==> config.mk <==
export PLATFORM = sky130hd
export DESIGN_NAME = led_pattern_generator
export DESIGN_NICKNAME = d
export VERILOG_FILES = /design/src/rtl/lpg_pkg.sv /design/src/rtl/lpg_regs.sv /design/src/rtl/lpg_core.sv /design/src/rtl/lpg_dim.sv /design/src/rtl/led_pattern_generator.sv
export SDC_FILE = /design/constraint.sdc
export NUM_CORES = 1
export LEC_CHECK = 0
export BUFFER_PORTS_ARGS = -buffer_cell sky130_fd_sc_hd__buf_2
export CAP_MARGIN = 20
export CORE_MARGIN = 4
export CORE_UTILIZATION = 55
export DETAILED_ROUTE_END_ITERATION = 6
export PLACE_DENSITY = 0.74
export SLEW_MARGIN = 40
export SYNTH_ARGS = -nofsm -noshare
export SYNTH_HDL_FRONTEND = slang
export SYNTH_SLANG_ARGS = --single-unit
==> constraint.sdc <==
create_clock -name clk -period 8.6 [get_ports clk]
set_input_delay 1.29 -clock clk [delete_from_list [all_inputs] [get_ports clk]]
set_output_delay 1.29 -clock clk [all_outputs]
set_load 0.1 [all_outputs]
==> src/rtl/lpg_pkg.sv <==
// Package for the LED pattern generator: pattern codes, register indexes,
// configuration record type and reset values.
// No dependencies; every other file but lpg_checker imports it.
package lpg_pkg;

	// widths fixed by the register map and the pixel format
	localparam int COLOR_W    = 24;
	localparam int CHAN_W     = 8;
	localparam int INTERVAL_W = 16;
	localparam int MODE_W     = 3;
	localparam int REG_IDX_W  = 3;
	localparam int CFG_DATA_W = 24;

	// pattern codes
	localparam logic [MODE_W-1:0] MODE_SOLID  = 3'd0;
	localparam logic [MODE_W-1:0] MODE_PULSE  = 3'd1;
	localparam logic [MODE_W-1:0] MODE_BLINK  = 3'd2;
	localparam logic [MODE_W-1:0] MODE_FAST   = 3'd3;
	localparam logic [MODE_W-1:0] MODE_DOUBLE = 3'd4;

	// register indexes on the write port
	localparam logic [REG_IDX_W-1:0] REG_MODE  = 3'd0;
	localparam logic [REG_IDX_W-1:0] REG_COLOR = 3'd1;
	localparam logic [REG_IDX_W-1:0] REG_PULSE = 3'd2;
	localparam logic [REG_IDX_W-1:0] REG_BLINK = 3'd3;
	localparam logic [REG_IDX_W-1:0] REG_FAST  = 3'd4;

	// register reset values
	localparam logic [MODE_W-1:0]     RST_MODE  = MODE_PULSE;
	localparam logic [COLOR_W-1:0]    RST_COLOR = 24'h000000;
	localparam logic [INTERVAL_W-1:0] RST_PULSE = 16'd30;
	localparam logic [INTERVAL_W-1:0] RST_BLINK = 16'd500;
	localparam logic [INTERVAL_W-1:0] RST_FAST  = 16'd100;

	// saturation point of the tick counter
	localparam logic [INTERVAL_W-1:0] ELAPSED_MAX = 16'hFFFF;

	// configuration seen by the pattern logic
	typedef struct packed {
		logic [MODE_W-1:0]     mode;
		logic [COLOR_W-1:0]    color;
		logic [INTERVAL_W-1:0] pulse_int;
		logic [INTERVAL_W-1:0] blink_int;
		logic [INTERVAL_W-1:0] fast_int;
	} lpg_cfg_t;

endpackage

==> src/rtl/lpg_regs.sv <==
// Configuration register file of the LED pattern generator.
// Depends on lpg_pkg for register indexes, reset values and lpg_cfg_t.
module lpg_regs
	import lpg_pkg::*;
(
	input  logic                  clk,
	input  logic                  arst_n,
	input  logic                  cfg_wr_en,
	input  logic [REG_IDX_W-1:0]  cfg_index,
	input  logic [CFG_DATA_W-1:0] cfg_data,
	output lpg_cfg_t              cfg
);

	lpg_cfg_t cfg_q;

	// register writes, indexes beyond the map are dropped
	always_ff @(posedge clk or negedge arst_n) begin
		if (!arst_n) begin
			cfg_q.mode      <= RST_MODE;
			cfg_q.color     <= RST_COLOR;
			cfg_q.pulse_int <= RST_PULSE;
			cfg_q.blink_int <= RST_BLINK;
			cfg_q.fast_int  <= RST_FAST;
		end else if (cfg_wr_en) begin
			case (cfg_index)
				REG_MODE:  cfg_q.mode      <= cfg_data[MODE_W-1:0];
				REG_COLOR: cfg_q.color     <= cfg_data[COLOR_W-1:0];
				REG_PULSE: cfg_q.pulse_int <= cfg_data[INTERVAL_W-1:0];
				REG_BLINK: cfg_q.blink_int <= cfg_data[INTERVAL_W-1:0];
				REG_FAST:  cfg_q.fast_int  <= cfg_data[INTERVAL_W-1:0];
				default: begin
				end
			endcase
		end
	end

	assign cfg = cfg_q;

endmodule

==> src/rtl/lpg_core.sv <==
// Pattern state and per-tick decision of the LED pattern generator.
// Holds the tick counter, pulse ramp, blink flags and double blink phase.
// Depends on lpg_pkg for pattern codes and lpg_cfg_t.
module lpg_core
	import lpg_pkg::*;
#(
	parameter int PULSE_STEPS = 20,
	parameter int LW          = 5
) (
	input  logic               clk,
	input  logic               arst_n,
	input  lpg_cfg_t           cfg,
	input  logic               advance,
	input  logic               valid_s1,
	input  logic               restart_s1,
	output logic               valid_s2,
	output logic [COLOR_W-1:0] color_s2,
	output logic [LW-1:0]      level_s2
);

	typedef enum logic [4:0] {
		PH_ON_A  = 5'b00001,
		PH_OFF_A = 5'b00010,
		PH_ON_B  = 5'b00100,
		PH_OFF_B = 5'b01000,
		PH_HOLD  = 5'b10000
	} lpg_phase_t;

	localparam logic [LW-1:0] LEVEL_FULL = PULSE_STEPS[LW-1:0];
	localparam logic [LW:0]   STEPS_EXT  = PULSE_STEPS[LW:0];
	localparam logic [LW-1:0] LEVEL_ONE  = {{(LW-1){1'b0}}, 1'b1};

	logic [INTERVAL_W-1:0] elapsed_q;
	logic [LW-1:0]         level_q;
	logic                  rising_q;
	logic                  blink_q;
	logic                  fast_q;
	lpg_phase_t            phase_q;

	logic [INTERVAL_W-1:0] elapsed_b;
	logic [INTERVAL_W-1:0] elapsed_c;
	logic [INTERVAL_W-1:0] elapsed_n;
	logic [LW-1:0]         level_b;
	logic [LW-1:0]         level_n;
	logic [LW:0]           level_up;
	logic                  rising_b;
	logic                  rising_n;
	logic                  blink_n;
	logic                  fast_n;
	lpg_phase_t            phase_n;
	logic                  emit;
	logic [COLOR_W-1:0]    emit_color;
	logic [LW-1:0]         emit_level;

	// restart, tick count and pattern step for the item in stage 1
	always_comb begin
		elapsed_b  = restart_s1 ? '0 : elapsed_q;
		level_b    = restart_s1 ? '0 : level_q;
		rising_b   = restart_s1 | rising_q;
		elapsed_c  = (elapsed_b == ELAPSED_MAX) ? elapsed_b : elapsed_b + 1'b1;
		level_up   = {1'b0, level_b} + {{LW{1'b0}}, 1'b1};
		elapsed_n  = elapsed_c;
		level_n    = level_b;
		rising_n   = rising_b;
		blink_n    = blink_q;
		fast_n     = fast_q;
		phase_n    = phase_q;
		emit       = 1'b0;
		emit_color = cfg.color;
		emit_level = LEVEL_FULL;
		case (cfg.mode)
			MODE_SOLID: begin
				emit = 1'b1;
			end
			MODE_PULSE: begin
				if (elapsed_c >= cfg.pulse_int) begin
					elapsed_n = '0;
					emit      = 1'b1;
					if (rising_b) begin
						if (level_up >= STEPS_EXT) begin
							level_n  = LEVEL_FULL;
							rising_n = 1'b0;
						end else begin
							level_n = level_up[LW-1:0];
						end
					end else if (level_b <= LEVEL_ONE) begin
						level_n  = '0;
						rising_n = 1'b1;
					end else begin
						level_n = level_b - LEVEL_ONE;
					end
					emit_level = level_n;
				end
			end
			MODE_BLINK: begin
				if (elapsed_c >= cfg.blink_int) begin
					elapsed_n  = '0;
					blink_n    = ~blink_q;
					emit       = 1'b1;
					emit_color = blink_n ? cfg.color : '0;
				end
			end
			MODE_FAST: begin
				if (elapsed_c >= cfg.fast_int) begin
					elapsed_n  = '0;
					fast_n     = ~fast_q;
					emit       = 1'b1;
					emit_color = fast_n ? cfg.color : '0;
				end
			end
			MODE_DOUBLE: begin
				if (elapsed_c >= cfg.blink_int) begin
					elapsed_n = '0;
					case (phase_q)
						PH_ON_A: begin
							emit    = 1'b1;
							phase_n = PH_OFF_A;
						end
						PH_OFF_A: begin
							emit       = 1'b1;
							emit_color = '0;
							phase_n    = PH_ON_B;
						end
						PH_ON_B: begin
							emit    = 1'b1;
							phase_n = PH_OFF_B;
						end
						PH_OFF_B: begin
							emit       = 1'b1;
							emit_color = '0;
							phase_n    = PH_HOLD;
						end
						default: begin
							// hold: silent tick, then back to the first flash
							phase_n = PH_ON_A;
						end
					endcase
				end
			end
			default: begin
				// unused pattern codes only count ticks
			end
		endcase
	end

	// pattern state, moves only when a tick item leaves stage 1
	always_ff @(posedge clk or negedge arst_n) begin
		if (!arst_n) begin
			elapsed_q <= '0;
			level_q   <= '0;
			rising_q  <= 1'b1;
			blink_q   <= 1'b0;
			fast_q    <= 1'b0;
			phase_q   <= PH_ON_A;
		end else if (advance && valid_s1) begin
			elapsed_q <= elapsed_n;
			level_q   <= level_n;
			rising_q  <= rising_n;
			blink_q   <= blink_n;
			fast_q    <= fast_n;
			phase_q   <= phase_n;
		end
	end

	// stage 2 valid
	always_ff @(posedge clk or negedge arst_n) begin
		if (!arst_n) begin
			valid_s2 <= 1'b0;
		end else if (advance) begin
			valid_s2 <= valid_s1 && emit;
		end
	end

	// stage 2 payload
	always_ff @(posedge clk) begin
		if (advance) begin
			color_s2 <= emit_color;
			level_s2 <= emit_level;
		end
	end

endmodule

==> src/rtl/lpg_dim.sv <==
// Brightness scaling of the LED pattern generator: channel * level / steps.
// Stage 3 holds the products, the output register holds the quotients,
// found by an exact reciprocal multiply. Depends on lpg_pkg for widths.
module lpg_dim
	import lpg_pkg::*;
#(
	parameter int PULSE_STEPS = 20,
	parameter int LW          = 5
) (
	input  logic               clk,
	input  logic               arst_n,
	input  logic               advance,
	input  logic               valid_s2,
	input  logic [COLOR_W-1:0] color_s2,
	input  logic [LW-1:0]      level_s2,
	output logic               out_valid_q,
	output logic [COLOR_W-1:0] out_color_q
);

	localparam int     NCH     = COLOR_W / CHAN_W;
	localparam int     PW      = CHAN_W + LW;
	localparam int     K       = PW + LW;
	// ceil(2^K / steps); exact quotient for every product below 2^PW
	localparam longint RECIP_L = ((longint'(1) << K) + longint'(PULSE_STEPS) - 1)
	                             / longint'(PULSE_STEPS);
	localparam logic [K-1:0] RECIP = RECIP_L[K-1:0];

	logic          valid_s3;
	logic [PW-1:0] prod_s3 [NCH];

	// stage 3 and output valid
	always_ff @(posedge clk or negedge arst_n) begin
		if (!arst_n) begin
			valid_s3    <= 1'b0;
			out_valid_q <= 1'b0;
		end else if (advance) begin
			valid_s3    <= valid_s2;
			out_valid_q <= valid_s3;
		end
	end

	for (genvar i = 0; i < NCH; i++) begin : g_lane
		logic [PW-1:0]   prod;
		logic [PW+K-1:0] full;

		// channel times level
		assign prod = {{LW{1'b0}}, color_s2[i*CHAN_W +: CHAN_W]} *
		              {{CHAN_W{1'b0}}, level_s2};
		// divide by the step count
		assign full = {{K{1'b0}}, prod_s3[i]} * {{PW{1'b0}}, RECIP};

		always_ff @(posedge clk) begin
			if (advance) begin
				prod_s3[i]                      <= prod;
				out_color_q[i*CHAN_W +: CHAN_W] <= full[K +: CHAN_W];
			end
		end
	end

endmodule

==> src/rtl/led_pattern_generator.sv <==
// Top level of the LED pattern generator: input register, configuration
// registers, pattern core and scaling pipeline with the output register.
// Depends on lpg_pkg, lpg_regs, lpg_core and lpg_dim.
//
//   port group   dir   payload                     accepted when
//   s_t*         in    s_tdata[0] restart          s_tvalid && s_tready
//   m_t*         out   m_tdata red/green/blue      m_tvalid && m_tready
//   cfg_*        in    cfg_index, cfg_data         cfg_wr_en
//
// One tick item is taken every cycle while s_tready is high; a taken item
// passes the input register, pattern core, product stage and output in turn.
// Ticks that set no color leave no result. When the output holds a result
// that is not taken, every stage holds and s_tready drops.
// Reset clears all stage valids and sets the pattern state and registers to their reset values.
module led_pattern_generator
	import lpg_pkg::*;
#(
	parameter int PULSE_STEPS = 20
) (
	input  logic                  clk,
	input  logic                  arst_n,
	input  logic                  s_tvalid,
	output logic                  s_tready,
	input  logic [7:0]            s_tdata,   // [0] restart, [7:1] zero
	output logic                  m_tvalid,
	input  logic                  m_tready,
	output logic [COLOR_W-1:0]    m_tdata,   // [7:0] red, [15:8] green, [23:16] blue
	input  logic                  cfg_wr_en,
	input  logic [REG_IDX_W-1:0]  cfg_index,
	input  logic [CFG_DATA_W-1:0] cfg_data
);

	localparam int LW = $clog2(PULSE_STEPS + 1);

	lpg_cfg_t           cfg;
	logic               advance;
	logic               valid_s1;
	logic               restart_s1;
	logic               valid_s2;
	logic [COLOR_W-1:0] color_s2;
	logic [LW-1:0]      level_s2;
	logic               out_valid_q;
	logic [COLOR_W-1:0] out_color_q;

	// the whole pipeline moves unless a finished result is held
	assign advance  = !out_valid_q || m_tready;
	assign s_tready = advance;

	// input register
	always_ff @(posedge clk or negedge arst_n) begin
		if (!arst_n) begin
			valid_s1 <= 1'b0;
		end else if (advance) begin
			valid_s1 <= s_tvalid;
		end
	end

	always_ff @(posedge clk) begin
		if (advance) begin
			restart_s1 <= s_tdata[0];
		end
	end

	lpg_regs u_regs (
		.clk       (clk),
		.arst_n    (arst_n),
		.cfg_wr_en (cfg_wr_en),
		.cfg_index (cfg_index),
		.cfg_data  (cfg_data),
		.cfg       (cfg)
	);

	lpg_core #(
		.PULSE_STEPS (PULSE_STEPS),
		.LW          (LW)
	) u_core (
		.clk        (clk),
		.arst_n     (arst_n),
		.cfg        (cfg),
		.advance    (advance),
		.valid_s1   (valid_s1),
		.restart_s1 (restart_s1),
		.valid_s2   (valid_s2),
		.color_s2   (color_s2),
		.level_s2   (level_s2)
	);

	lpg_dim #(
		.PULSE_STEPS (PULSE_STEPS),
		.LW          (LW)
	) u_dim (
		.clk         (clk),
		.arst_n      (arst_n),
		.advance     (advance),
		.valid_s2    (valid_s2),
		.color_s2    (color_s2),
		.level_s2    (level_s2),
		.out_valid_q (out_valid_q),
		.out_color_q (out_color_q)
	);

	// color register is red high; the stream carries red in the low byte
	assign m_tvalid = out_valid_q;
	assign m_tdata  = {out_color_q[7:0], out_color_q[15:8], out_color_q[23:16]};

endmodule

# Word level (Yosys, flattened, before mapping)
# Memories as Yosys holds them, arrays and structs flattened.
# Cells that the tools add are included.
# W data, S select, Z words.
dict set report word_totals {
  register_bits 162
  ramBits 39
  inputBits 40
  memories 1
}
# name words width read_ports rd_ports_with_merged_regs wr line_no
set mem_list {}
lappend mem_list {u_dim.prod_s3 3 13 3 0 3 lpg_dim.sv:29} ;# logic [PW-1:0] prod_s3 [NCH];
dict set report classes {
  n_addsub 3
  n_mul 6
  n_lt_le_gt_ge 5
  n_eq_ne 13
  n_mux 33
  n_bitwise 3
  n_reduce_logical 18
}
# operator count
set ops {}
lappend ops {{$mux W24} 6}
lappend ops {{$mux W16} 5}
lappend ops {{$mul A13 B12 Y24 const B} 3}
lappend ops {{$pmux W24 S3} 1}
lappend ops {{$ge A16 B16 Y1} 3}
lappend ops {{$pmux W16 S3} 1}
lappend ops {{$mul A8 B5 Y13} 3}
lappend ops {{$mux W5} 6}
lappend ops {{$pmux W5 S4} 1}
lappend ops {{$add A16 B1 Y16 const B} 1}
lappend ops {{$eq A16 B16 Y1 const B} 1}
lappend ops {{$eq A3 B2 Y1 const B} 4}
lappend ops {{$mux W1} 12}
lappend ops {{$reduce_and A2 Y1} 6}
lappend ops {{$reduce_and A3 Y1} 3}
lappend ops {{$add A5 B1 Y6 const B} 1}
lappend ops {{$eq A3 B1 Y1 const B} 2}
lappend ops {{$eq A3 B3 Y1 const B} 2}
lappend ops {{$ge A6 B5 Y1 const B} 1}
lappend ops {{$logic_not A3 Y1} 2}
lappend ops {{$eq A5 B1 Y1 const B} 1}
lappend ops {{$eq A5 B2 Y1 const B} 1}
lappend ops {{$eq A5 B3 Y1 const B} 1}
lappend ops {{$eq A5 B4 Y1 const B} 1}
lappend ops {{other kinds (10)} 13}

# Depth between registers and ports, before layout
dict set report logic_depth {
  depth_word 7
  ltp_mapped 20
  mapped_depth_nobuf 18
}

# Hierarchy
# Synthesis repeated with hierarchy kept, for this count alone.
dict set report unflattened {
  hier_cells 1994
  hier_area_um2 21131.5
}
# mod n_inst cells_each area_per_inst_um2 seq_area_each_um2
set modules_own_cells {}
lappend modules_own_cells {lpg_dim 1 1289 13216.4 1941.9}
lappend modules_own_cells {lpg_core 1 538 4929.7 1624.1}
lappend modules_own_cells {lpg_regs 1 163 2901.5 1894.3}
lappend modules_own_cells {led_pattern_generator 1 4 83.8 55.1}

# Least setup slack after synthesis
# No wires, ideal clock.
dict set report synth_timing {
  kind {input port to output port}
  startpoint {input m_tready}
  endpoint {output s_tready}
  arrival_ns 4.864
  path_slack_ns 2.446
  cell_stages 2
  cell_sequence {nand2b_1 clkbuf_1}
}
dict set report synth_via {
  elab_chain_cells 1
}
# element line_no
set synth_rtl {}
lappend synth_rtl {{start: declaration} led_pattern_generator.sv:26} ;# input logic m_tready,
lappend synth_rtl {{$logic_or A1 B1 Y1} led_pattern_generator.sv:46} ;# assign advance = !out_valid_q || m_tready;
lappend synth_rtl {{end: declaration} led_pattern_generator.sv:23} ;# output logic s_tready,
# No other way between the ends.

==> results.md <==
* Worst-path cell with the longest stage delay: a211oi_1
* Initial antenna violation count at 2
* CP endpoint kind: flip-flop
* Largest net degree at the start of global routing at 79
* Root Buffer: clkbuf_16
* Via count at 13.4k
* Final period util at 63.9%
* Nets at roughly 2.6k
* Largest cells by area after synthesis: ha_1, fa_1, edfxtp_1, dfrtp_1, inv_1
* Post-DRT Antenna Nets at 0
* Worst slew pin tran at slightly above 0.7 ns
* Met3 Routed Length at approximately 1300 µm
* Post-CTS Resized at 0
* Top sig layer: met5
* Vias per inst at between 5 and 6
* CTS clk-pin slew, worst paths at ~0.06 ns
* Drt first pass iters at 5
* Post-CTS Setup Bufs at 0
* Maximum clock insertion buffer count at 3
* Yosys top cell by area: ha_1
* Post-Syn Nets at around 2.6k
* RSZ-0062 raised after global routing: no
* Synth unique cells at 76
* Vias in the first global route at approximately 14k
* EDFF count, synth at 93
* Count of pins over their slew limit at 0
* CTS Sinks at around 200
* Syn-to-layout area delta at 8.64%
* Run status: finished, final reports clean
* I/O Pins at 66
* Num rows at 70
* Cts hold-fix bufs at 0
* Seq/Total Area, Yosys at a little over a quarter
* Crit path max fanout at 5
* Worst Path Required at a little under 9 ns
* Worst Hold End: u_core.blink_q$_DFFE_PN0P_
* #FFs+latches synth at 201
* Avg Inst Size Synth at 10.3 µm²
* Max_cap viols at 0
* Die X at ~200 µm
* Yosys synthesis warning count at 0
* Min-delay src: u_core.blink_q$_DFFE_PN0P_
* Synth Flop Type: edfxtp_1
* Antenna Diode Count at 0
* GRT Total Usage at between 20% and 30%
* Syn Std Cell Area at 20,300 µm²
* Fillers at around 3k
* Max frequency at about 180 MHz
* WHS Path Cells at 1
* Critical Path AT at 5.77 ns
* Wire per inst at 15.1 µm
* Total grt overflow at 0
* Max-slew headroom at around half
* Final hold viol count at 0
* Setup Crit Path Kind: flip-flop to flip-flop
* DRT iter0 DRCs at 530
* DRC violations left at 0
* Synth top area share at a little under a quarter
* H-tree Lvls at 1
* Setup-failing EPs final at 0
* Routed Wire Length at about 38,000 µm
* CP Launch Type: flip-flop
* First-pass GRT wire length at 67,200 µm
* Worst path max stage delay at about 0.52 ns
* Die Area at around 40,000 µm²
* Sum Neg Setup Slack at 0 ns
* FF-to-FF End: u_dim.out_color_q[23]$_DFFE_PN_
* Worst R2R Path Depth at 18
* Async SR Flop Fraction at ~54%
* Mapped Cells at 1,963
* Worst Skew at between 0.01 and 0.015 ns
* Dpl hpwl at about 30,000 µm
* Die height at roughly 200 µm
* CTS tree: yes
* Routability congestion estimate at about 0.91
* Worst skew pair latency at 0.55 ns
* Worst hold path class: flip-flop to flip-flop
* Initial Utilization at 55.5%
* Fin crit period at between 5 and 6 ns
* Num CTS Buffers at 25
* CP cell instances: ha_1 > inv_1 > fa_1 > inv_1 > fa_1 > inv_1 > fa_1 > fa_1 > inv_1 > ha_1 > o21ai_0 > a211oi_1 > a211oi_1 > a21oi_1 > a211o_1 > a21oi_2 > o21bai_1 > xnor2_1
* Buffers on Ports at slightly below 60
* Worst r2r src: u_dim.prod_s3[0][33]$_DFFE_PN_
* R2r setup slk at 3.10 ns
* Share of layout cells above drive strength 1 at about a tenth
* Met2 wire length at 19,200 µm
* WL met1 at between 15,000 and 20,000 µm
* Core Footprint at 36,500 µm²
[synth_stat cells (5+ instances only)]
| cell type | instances |
|---|---|
| inv_1 | 382 |
| a21oi_1 | 72 |
| nand4_1 | 13 |
| nand2_1 | 149 |
| ha_1 | 373 |
| nor2_1 | 59 |
| nand2b_1 | 12 |
| nor3_1 | 23 |
| a22oi_1 | 5 |
| edfxtp_1 | 93 |
| a221oi_1 | 5 |
| xnor2_1 | 50 |
| and3_1 | 6 |
| dfrtp_1 | 92 |
| xor2_1 | 28 |
| clkbuf_1 | 32 |
| dfstp_2 | 16 |
| and2_1 | 97 |
| o21ai_0 | 62 |
| a211oi_1 | 11 |
| nand3_1 | 12 |
| o21bai_1 | 9 |
| or3_1 | 5 |
| nor2b_1 | 11 |
| a21o_1 | 34 |
| fa_1 | 180 |
| mux2_2 | 51 |
[cell type report]
cell class,instances,area [µm²],share of cell area (%)
inverter,383,1440,6.52
timing repair buffer,67,383,1.74
clock buffer,32,746,3.38
clock inverter,14,159,0.721
tap,468,586,2.66
multi-input combinational,1342,13200,59.9
sequential,201,5520,25.0
[worst max-delay path by stage]
stage	from	end	slack, ns
finish	u_dim.prod_s3[0][33]$_DFFE_PN_	u_dim.out_color_q[23]$_DFFE_PN_	3.10
global route	u_dim.prod_s3[0][29]$_DFFE_PN_	u_dim.out_color_q[23]$_DFFE_PN_	2.78
CTS	u_dim.prod_s3[0][33]$_DFFE_PN_	u_dim.out_color_q[23]$_DFFE_PN_	3.12
detailed placement	u_dim.prod_s3[0][33]$_DFFE_PN_	u_dim.out_color_q[23]$_DFFE_PN_	3.15
global placement	u_dim.prod_s3[0][29]$_DFFE_PN_	u_dim.out_color_q[23]$_DFFE_PN_	3.21
floorplan	m_tready	s_tready	2.45
[per-stage QoR]
| stage | utilization [%] | instances | cell area [µm²] | hold slack, ns | setup WS [ns] |
|---|---|---|---|---|---|
| 2_1_floorplan | - | 1963 | 20300 | 0.430 | 2.45 |
| 3_3_place_gp | 57.7 | 2458 | 21100 | 0.461 | 3.21 |
| 3_5_place_dp | 57.7 | 2458 | 21100 | 0.469 | 3.15 |
| 4_1_cts | 60.2 | 2504 | 22000 | 0.481 | 3.12 |
| 5_1_grt | 60.3 | 2507 | 22000 | 0.490 | 2.78 |
| 6_report | 60.3 | 2507 | 22000 | 0.477 | 3.10 |
[kinds of logic after synthesis]
logic type	after synthesis	synth area share, %
flip-flops	201	27.2
adder cells (fa/ha/maj)	553	40.8
AND/OR/NAND/NOR	419	10.5
multiplexers	55	3.04
buffers and inverters	420	7.83
AO/OA/AOI/OAI	237	7.31
XOR/XNOR	78	3.37
[per-layer routing]
metal	vias to the layer above	track usage, %
met3	55	2.79
li1	6583	-
met4	4	5.18
met5	-	0
met1	6587	25.9
met2	180	36.4
[cell usage in the layout, fill, tap and decap left out, types with 6 or more instances in the layout]
cell	Yosys	routed
nand2b_1	12	11
inv_1	382	382
buf_2	3	57
a211oi_1	11	11
fa_1	180	180
dfrtp_1	92	92
o21ai_0	62	62
dfstp_2	16	16
nor3_1	23	22
nand3_1	12	11
and2_1	97	97
ha_1	373	373
edfxtp_1	93	93
nand2_1	149	149
nor2b_1	11	11
nand4_1	13	13
clkbuf_16	0	28
xnor2_1	50	50
xor2_1	28	28
and3_1	6	6
a21o_1	34	34
nor2_1	59	58
a21oi_1	72	72
mux2_2	51	51
o21bai_1	9	9
[registers in the layout, summed over array words and instances (netlist names), 5 cells and up]
signal             flops
u_regs.cfg            75
u_dim.prod_s3         39
u_core.color_s2       24
u_dim.out_color_q     24
u_core.elapsed_q      16
u_core.level_q         5
u_core.level_s2        5
u_core.phase_q         5
[worst max-delay path: cells and delay by family (launching register included)]
kind / cells / cell delay [ns]
AOI/OAI and AO/OA: 7 / 1.84
xor gates and xnor gates: 1 / 0.15
adders and majority gates: 6 / 2.53
buffers and inverters: 4 / 0.21
DFF: 1 / 0.50
Power is not shown: default switching activity piles up to over one toggle a cycle in this logic, so the estimate is an artifact.
